$ cat config.mk
export PLATFORM = sky130hd
export DESIGN_NAME = rti_queue
export DESIGN_NICKNAME = d
export VERILOG_FILES = /design/src/rtl/rti_pkg.sv /design/src/rtl/rti_queue.sv
export SDC_FILE = /design/constraint.sdc
export NUM_CORES = 1
export LEC_CHECK = 0
export BUFFER_PORTS_ARGS = -buffer_cell sky130_fd_sc_hd__buf_2
export CAP_MARGIN = 20
export CORE_MARGIN = 5
export CORE_UTILIZATION = 58
export DETAILED_ROUTE_END_ITERATION = 8
export PLACE_DENSITY_LB_ADDON = 0.15
export SYNTH_ARGS = -nofsm -noshare
export SYNTH_HDL_FRONTEND = slang
export SYNTH_SLANG_ARGS = --single-unit
$ cat constraint.sdc
create_clock -name clock -period 8.4 [get_ports clock]
set_input_delay 0.84 -clock clock [delete_from_list [all_inputs] [get_ports clock]]
set_output_delay 0.84 -clock clock [all_outputs]
set_load 0.03 [all_outputs]
$ cat src/rtl/rti_pkg.sv
// Shared types and constants for the ray/triangle intersection unit.
// Holds the request, response, ray register and queue entry types.
// No dependencies.
`default_nettype none

package rti_pkg;

   localparam int COORD_W       = 32;
   localparam int EPS_W         = 31;
   localparam int DIST_W        = 31;
   localparam int FRAC_BITS_DEF = 16;

   // exact triple products: (W+1) x (2W+2) terms summed three at a time
   localparam int DW = 3 * COORD_W + 4;

   localparam int CSR_IDX_W = 3;
   localparam logic [CSR_IDX_W-1:0] CSR_ORIGIN_X = 3'd0;
   localparam logic [CSR_IDX_W-1:0] CSR_ORIGIN_Y = 3'd1;
   localparam logic [CSR_IDX_W-1:0] CSR_ORIGIN_Z = 3'd2;
   localparam logic [CSR_IDX_W-1:0] CSR_DIR_X    = 3'd3;
   localparam logic [CSR_IDX_W-1:0] CSR_DIR_Y    = 3'd4;
   localparam logic [CSR_IDX_W-1:0] CSR_DIR_Z    = 3'd5;
   localparam logic [CSR_IDX_W-1:0] CSR_EPSILON  = 3'd6;

   localparam int QUEUE_DEPTH = 4;
   localparam int QPTR_W      = 2;
   localparam int QCNT_W      = 3;

   typedef struct packed {
      logic [COORD_W-1:0] vert_x;
      logic [COORD_W-1:0] vert_y;
      logic [COORD_W-1:0] vert_z;
      logic [COORD_W-1:0] edge_a_x;
      logic [COORD_W-1:0] edge_a_y;
      logic [COORD_W-1:0] edge_a_z;
      logic [COORD_W-1:0] edge_b_x;
      logic [COORD_W-1:0] edge_b_y;
      logic [COORD_W-1:0] edge_b_z;
   } req_type;

   typedef struct packed {
      logic              hit;
      logic [DIST_W-1:0] distance;
   } rsp_type;

   typedef struct packed {
      logic [COORD_W-1:0] origin_x;
      logic [COORD_W-1:0] origin_y;
      logic [COORD_W-1:0] origin_z;
      logic [COORD_W-1:0] dir_x;
      logic [COORD_W-1:0] dir_y;
      logic [COORD_W-1:0] dir_z;
   } ray_type;

   typedef struct packed {
      logic          miss;
      logic          sat;
      logic [DW-1:0] tn;
      logic [DW-1:0] dabs;
   } qent_type;

endpackage

`default_nettype wire

$ cat src/rtl/rti_queue.sv
// Short queue between the front pipeline and the divider.
// Drains one entry per cycle whenever it holds one. Depends on rti_pkg.
`default_nettype none

module rti_queue (
   input  wire logic               clock,
   input  wire logic               reset,
   input  wire logic               push,
   input  wire rti_pkg::qent_type  push_entry,
   output logic                    full,
   output logic                    pop_valid,
   output rti_pkg::qent_type       pop_entry
);

   localparam int D  = rti_pkg::QUEUE_DEPTH;
   localparam int PW = rti_pkg::QPTR_W;
   localparam int CW = rti_pkg::QCNT_W;

   rti_pkg::qent_type mem [D];
   rti_pkg::qent_type pop_entry_ff;

   logic [PW-1:0] wr_ptr_ff, wr_ptr_in;
   logic [PW-1:0] rd_ptr_ff, rd_ptr_in;
   logic [CW-1:0] count_ff, count_in;
   logic          pop_valid_ff;
   logic          pop;

   assign pop       = (count_ff != '0);
   assign full      = (count_ff == CW'(D));
   assign wr_ptr_in = push ? wr_ptr_ff + PW'(1) : wr_ptr_ff;
   assign rd_ptr_in = pop ? rd_ptr_ff + PW'(1) : rd_ptr_ff;
   assign count_in  = count_ff + CW'(push) - CW'(pop);

   always_ff @(posedge clock) begin
      if (push) begin
         mem[wr_ptr_ff] <= push_entry;
      end
      if (pop) begin
         pop_entry_ff <= mem[rd_ptr_ff];
      end
   end

   always_ff @(posedge clock) begin
      if (reset) begin
         wr_ptr_ff    <= '0;
         rd_ptr_ff    <= '0;
         count_ff     <= '0;
         pop_valid_ff <= 1'b0;
      end else begin
         wr_ptr_ff    <= wr_ptr_in;
         rd_ptr_ff    <= rd_ptr_in;
         count_ff     <= count_in;
         pop_valid_ff <= pop;
      end
   end

   assign pop_valid = pop_valid_ff;
   assign pop_entry = pop_entry_ff;

endmodule

`default_nettype wire

==> results.toml, run 1 <==
[run_status]
status = "complete, no violations"

[drt]
wl_um = 67600
wl_met2_um = 33600
drtAntennaViolNets = 0
m1WireLength_um = 27200
first_iter_violations = 1041
viasPerCell = 5.68
wl_met3_um = 5750
highest_layer = "met5"
vias = 15000
wire_per_inst_um = 25.6
firstDrtPassIters = 5
drc_errors = 0

[pwr]
p_leak_nw = 14.0
power_density_nw_per_um2 = 354
ir_drop_mv = 0.243
switching_share = 0.297
pwr-share-comb = 0.239
p_seq_frac = 0.473
p_switching_w = 0.00439
pwr-share-clk = 0.288
p_int_w = 0.0104

[critical_path]
ff2ff_path_depth = 3
path_buf_inv = 2
rrSetupSlack_ps = 5370
crit_path_top_delay_cell = "buf_4"
crit_path_start_kind = "flop"
critical_path_depth = 3
crit_type = "flop to flop"
path_max_fanout = 64
path_cells = "buf_4 -> buf_4 -> mux4_2"
crit_top_cell = "buf_4"
crit_family = "buffers and inverters"
cp.arrival_ps = 3380
max_stage_delay_ps = 850
worst_setup_path_end_kind = "flop"
critPathRequiredTime_ps = 8750

[synthesis]
syn_area_um2 = 35700
postSynthAreaPerCell_um2 = 27.4
synth_cells = 1301
ys_top_cells_by_count = "1010 x edfxtp_1, 202 x mux4_2, 22 x buf_2"
synthTopCellsByArea = "edfxtp_1 85%, mux4_2 13%, buf_6 0.60%, dfxtp_1 0.45%, buf_2 0.31%"
synth.most_common_cell = "edfxtp_1"
yosysSeqAreaShare = 0.855
synthFlopType = "edfxtp_1"
synth-seq-cells = 1018
yosys.area.top_type = "edfxtp_1"
ys_warn_count = 0
syn_nets = 1513
synth_cell_types = 21
synth_edf_count = 1010
async_flop_share = 0
yosysTopAreaCellShare = 0.851

[hold_path]
hp-class = "input port to flop"
min_path_cells = 1

[clocking]
clk_latency_ps = 620
cts_buffer_depth = 3
cts_resized = 0
cts_tree = "yes"
hold_buffers = 0
postCtsSetupRepairBufs = 0
cts_inserted_buffers = 99
clock_sinks = 1018
clk_pin_slew_ps = 60
cts-root-buf = "clkbuf_16"
htreeDepth = 3

[grt]
grt_max_degree = 148
grt-ovfl-total = 0
grt_pass1_vias = 15900
grt_pass1_wl_um = 101000
grt_use_total = 0.203
antenna_found_initial = 25

[floorplanning]
chipWidth_um = 258
die_h_um = 258
num_io_pins = 409
die_area_um2 = 66500
core-area_um2 = 60600
fp-row-count = 90
initial_utilization = 0.589

[placed_design]
portBuffers = 408
gp_congestion = 0.755
post-dp-hpwl_um = 38400
place_area_um2 = 38500

[timing]
tns_ps = 0
rsz0062_at_grt = "no"
slew_violations = 0
tightest_slew_ps = 1280
setup_viol = 0
fin_skew_ps = 13.2
fmax_mhz = 330
period_share = 0.361
hold_viol_final = 0
period_needed_ps = 3030
relSlewSlack = 0.147

[final_layout]
fin_area_um2 = 41700
syn2layout_area_growth_pct = 16.8
final.fill_count = 3746
nets = 1988
multiInputGateArea_um2 = 4810
seqCellArea_um2 = 30500
final_util = 0.688
drive_gt1_frac = 0.412

[run]
drv.max_cap_violation_count = 0
[layer usage]
metal  GRT usage  up-vias
li1            -     6574
met1       0.282     7831
met2       0.324      483
met3      0.0668      100
met5           0        -
met4      0.0472       28
[sequential cells by signal, indices dropped and copies added (netlist names)]
| register | flops |
|---|---|
| count_ff | 3 |
| pop_valid | 1 |
| rd_ptr_ff | 2 |
| mem | 808 |
| wr_ptr_ff | 2 |
| pop_entry | 202 |
[cell type report]
| type | instances | area share |
|---|---|---|
| tap | 782 | 0.0235 |
| antenna | 12 | 0.000721 |
| multi-input combinational | 230 | 0.115 |
| clock inverter | 51 | 0.0112 |
| timing repair buffer | 421 | 0.0529 |
| inverter | 6 | 0.000541 |
| sequential | 1018 | 0.732 |
| clock buffer | 123 | 0.0637 |
[path summary, 6_finish.rpt]
| kind | from | endpoint |
|---|---|---|
| max | rd_ptr_ff[1] | pop_entry[158] |
| min reg2reg | wr_ptr_ff[1] | wr_ptr_ff[1] |
| max reg2reg | rd_ptr_ff[1] | pop_entry[158] |
| min | push_entry[152] | mem[2][152] |
[metrics by stage]
step,setup slack (ps),cells,hold WS [ps],power [W]
floorplan,1890,1301,514,0.00969
detailed placement,5190,2457,566,0.0107
global route,5200,2633,398,0.0154
finish,5370,2643,428,0.0147
global placement,5190,2457,531,0.0107
CTS,5280,2631,382,0.0149
[placed cells by master (no fill, tap or decap), types with 2 or more instances in the layout]
master / Yosys / final
buf_12: 0 / 5
mux4_2: 202 / 202
edfxtp_1: 1010 / 1010
diode_2: 0 / 12
nor2_1: 4 / 4
ha_1: 6 / 6
and2_4: 0 / 4
dfxtp_1: 8 / 6
buf_2: 22 / 408
clkinv_2: 0 / 12
clkinv_1: 0 / 24
bufinv_16: 0 / 9
clkinvlp_4: 0 / 4
dfxtp_4: 0 / 2
inv_1: 6 / 6
inv_6: 0 / 2
clkbuf_16: 0 / 103
nor2b_1: 4 / 4
buf_4: 0 / 8
clkbuf_1: 6 / 20
[power groups by stage]
stage	Sequential [W]	Clock, W	Combinational [W]
2_1_floorplan	0.00813	0	0.00156
3_3_place_gp	0.00708	0	0.00360
4_1_cts	0.00699	0.00433	0.00362
5_1_grt	0.00705	0.00456	0.00374
3_5_place_dp	0.00708	0	0.00361
6_report	0.00698	0.00424	0.00352
[cell families (layout without fill, tap and decap cells)]
logic type               Yosys count  after routing  share of synthesized area
AND/OR/NAND/NOR                   16             16                    0.00249
buffers and inverters             53            601                     0.0104
AO/OA/AOI/OAI                      1              1                   0.000246
adder cells (fa/ha/maj)            7              7                    0.00267
other                              0             12                          0
XOR/XNOR                           2              2                   0.000912
multiplexers                     204            204                      0.128
flip-flops                      1018           1018                      0.855
(Power assumes the default switching activity.)
==> run 2, diff against run 1 <==
--- a/config.mk
+++ b/config.mk
@@ -5,6 +5,7 @@
 export SDC_FILE = /design/constraint.sdc
 export NUM_CORES = 1
 export LEC_CHECK = 0
+export ABC_AREA = 1
 export BUFFER_PORTS_ARGS = -buffer_cell sky130_fd_sc_hd__buf_2
 export CAP_MARGIN = 20
 export CORE_MARGIN = 5
==> constraint.sdc (replaced) <==
create_clock -name clock -period 3.1 [get_ports clock]
set_input_delay 0.31 -clock clock [delete_from_list [all_inputs] [get_ports clock]]
set_output_delay 0.31 -clock clock [all_outputs]
set_load 0.03 [all_outputs]
==> run 2 against run 1 <==
  * Global-route usage grew 2.7 points
  * Via count grew 45%
  * Clock skew shrank 2.9 ps
  * Clock power grew to 2.7 times the previous value
  * Combinational power grew to 3.4 times the previous value
  * Flip-flop and latch count is the same
  * First-iteration DRC count grew 74%
  * Cell area grew 7.9%
  * Area after synthesis grew 3.1%
  * Register-to-register slack lost 4700 ps
  * Sequential share of layout area shrank 5.4 points
  * Worst setup slack lost 4700 ps
  * Critical path type unchanged
  * Critical endpoint is now mem[1][98]
  * Largest cell class unchanged
==> results.toml, run 2 <==
[run_status]
status = "complete, no violations"

[grt]
grt_max_degree = 209
antenna_found_initial = 21
grt_pass1_vias = 21900
grt_pass1_wl_um = 122000
grt-ovfl-total = 0
grt_use_total = 0.231

[clocking]
clock_sinks = 1018
cts_resized = 0
clk_latency_ps = 630
cts_inserted_buffers = 97
cts-root-buf = "clkbuf_16"
postCtsSetupRepairBufs = 0
cts_tree = "yes"
clk_pin_slew_ps = 60
cts_buffer_depth = 3
htreeDepth = 3
hold_buffers = 203

[hold_path]
hp-class = "input port to flop"
min_from = "push"

[final_layout]
layout_commonest_cell = "edfxtp_1"
fin_area_um2 = 45000
regMostFlops = "mem"
largest_reg_flops = 808
drive_gt1_frac = 0.192
instances_no_fill = 3973
layout_common_cells = "1010 x edfxtp_1, 611 x nor2_1, 449 x o21ai_1"
syn2layout_area_growth_pct = 22.3
final_util = 0.714
nets = 3240

[timing]
period_needed_ps = 2390
fin_skew_ps = 10.3
period_share = 0.770
rsz0062_at_grt = "no"
tns_ps = 0
hold_viol_final = 0
relSlewSlack = 0.210
tightest_slew_ps = 1190
fmax_mhz = 419
setup_viol = 0
whs_ps = 46.9
slew_violations = 0

[floorplanning]
chipWidth_um = 262
core-area_um2 = 63000
die_area_um2 = 68500
fp-row-count = 92
die_h_um = 262
num_io_pins = 409
initial_utilization = 0.584

[synthesis]
syn_nets = 2628
synth_cell_types = 18
yosys.area.top_type = "edfxtp_1"
yosysSeqAreaShare = 0.830
synth_edf_count = 1010
syn_area_um2 = 36700
synth_cells = 2416
yosysTopAreaCellShare = 0.825
postSynthAreaPerCell_um2 = 15.2
ys_warn_count = 0
synth-seq-cells = 1018
synthFlopType = "edfxtp_1"
async_flop_share = 0
synth.most_common_cell = "edfxtp_1"
synthTopCellsByArea = "edfxtp_1 83%, nor2_1 6.2%, o21ai_1 6.1%, o21ai_0 2.2%, buf_2 0.95%"
ys_top_cells_by_count = "1010 x edfxtp_1, 611 x nor2_1, 449 x o21ai_1"

[run]
drv.max_cap_violation_count = 0

[pwr]
ir_drop_mv = 0.797
power_density_nw_per_um2 = 940
p_leak_nw = 15.9

[drt]
wl_met3_um = 6060
viasPerCell = 5.47
wl_met2_um = 39900
m1WireLength_um = 32700
drtAntennaViolNets = 0
highest_layer = "met5"
first_iter_violations = 1807
wl_um = 80500
wire_per_inst_um = 20.3
vias = 21700
firstDrtPassIters = 5
drc_errors = 0

[placed_design]
gp_congestion = 0.804
post-dp-hpwl_um = 44500
dp_cells = 3572
portBuffers = 408
place_area_um2 = 39800

[critical_path]
path_cells = "inv_2 -> ha_1 -> nand2_2 -> clkinvlp_4 -> buf_12 -> buf_4"
regToRegStartpoint = "wr_ptr_ff[1]"
path_max_fanout = 119
crit_start = "wr_ptr_ff[1]"
crit_type = "flop to flop"
max_stage_delay_ps = 630
critPathRequiredTime_ps = 3360
crit_path_start_kind = "flop"
crit_path_top_delay_cell = "buf_4"
worst_setup_path_end_kind = "flop"
cp.arrival_ps = 2650
==> run 2: changes by cell type after synthesis, sizes merged, moves of 6 or more <==
cell and delta:
a21oi +6, buf +55, clkbuf +31, inv +11, mux4 -202, nand2 +13, nor2 +607, o21ai +608
==> run 2: worst max-delay path, delay by kind of cell, from the launching register on <==
| kind | cells | cell delay, ps |
|---|---|---|
| DFF | 1 | 330 |
| buffers and inverters | 4 | 1340 |
| and+or+nand+nor | 1 | 60 |
| adders and majority gates | 1 | 150 |
==> run 2: per-layer routing <==
layer | up-vias | global-route usage
met3 | 110 | 0.0550
li1 | 10100 | -
met4 | 12 | 0.0709
met5 | - | 0
met1 | 10800 | 0.311
met2 | 678 | 0.382
==> run 2: through the flow <==
step	setup WS, ps	power [W]
after floorplan	-915	0.0270
after global placement	702	0.0305
after detailed placement	697	0.0309
after CTS	687	0.0426
after global routing	576	0.0443
final	713	0.0423
==> run 2: cell type report <==
cell class / count / area, µm²
clock buffers: 123 / 2630
fillers: 4095 / 18000
clock inverters: 54 / 480
repair buffers: 646 / 4590
well taps: 846 / 1060
flip-flops and latches: 1018 / 30500
inverters: 17 / 93.8
diodes: 21 / 52.6
multi-input cells: 1248 / 5560
==> run 2: report_power, final <==
group          leakage, nW  internal, W  switching, W  total [W]
logic                 4.86      0.00314       0.00869     0.0118
registers             9.48       0.0181      0.000839     0.0189
clock network         1.53      0.00672       0.00479     0.0115
total                 15.9       0.0280        0.0143     0.0423
==> run 2: path summary, 6_finish.rpt <==
check	endpoint	slack (ps)	cells after the start
worst max register to register	mem[1][98]	710	6
worst min register to register	wr_ptr_ff[1]	500	2
worst min-delay path	wr_ptr_ff[1]	50	3
worst max-delay path	mem[1][98]	710	6
==> run 2: logic make-up (layout without fill, tap and decap cells) <==
group	after synthesis	after routing	share of synthesized area
AO/OA/AOI/OAI	614	614	0.0836
AND/OR/NAND/NOR	627	627	0.0641
adder cells (fa/ha/maj)	7	7	0.00259
flip-flops	1018	1018	0.830
other	0	21	0
buffers and inverters	150	840	0.0200
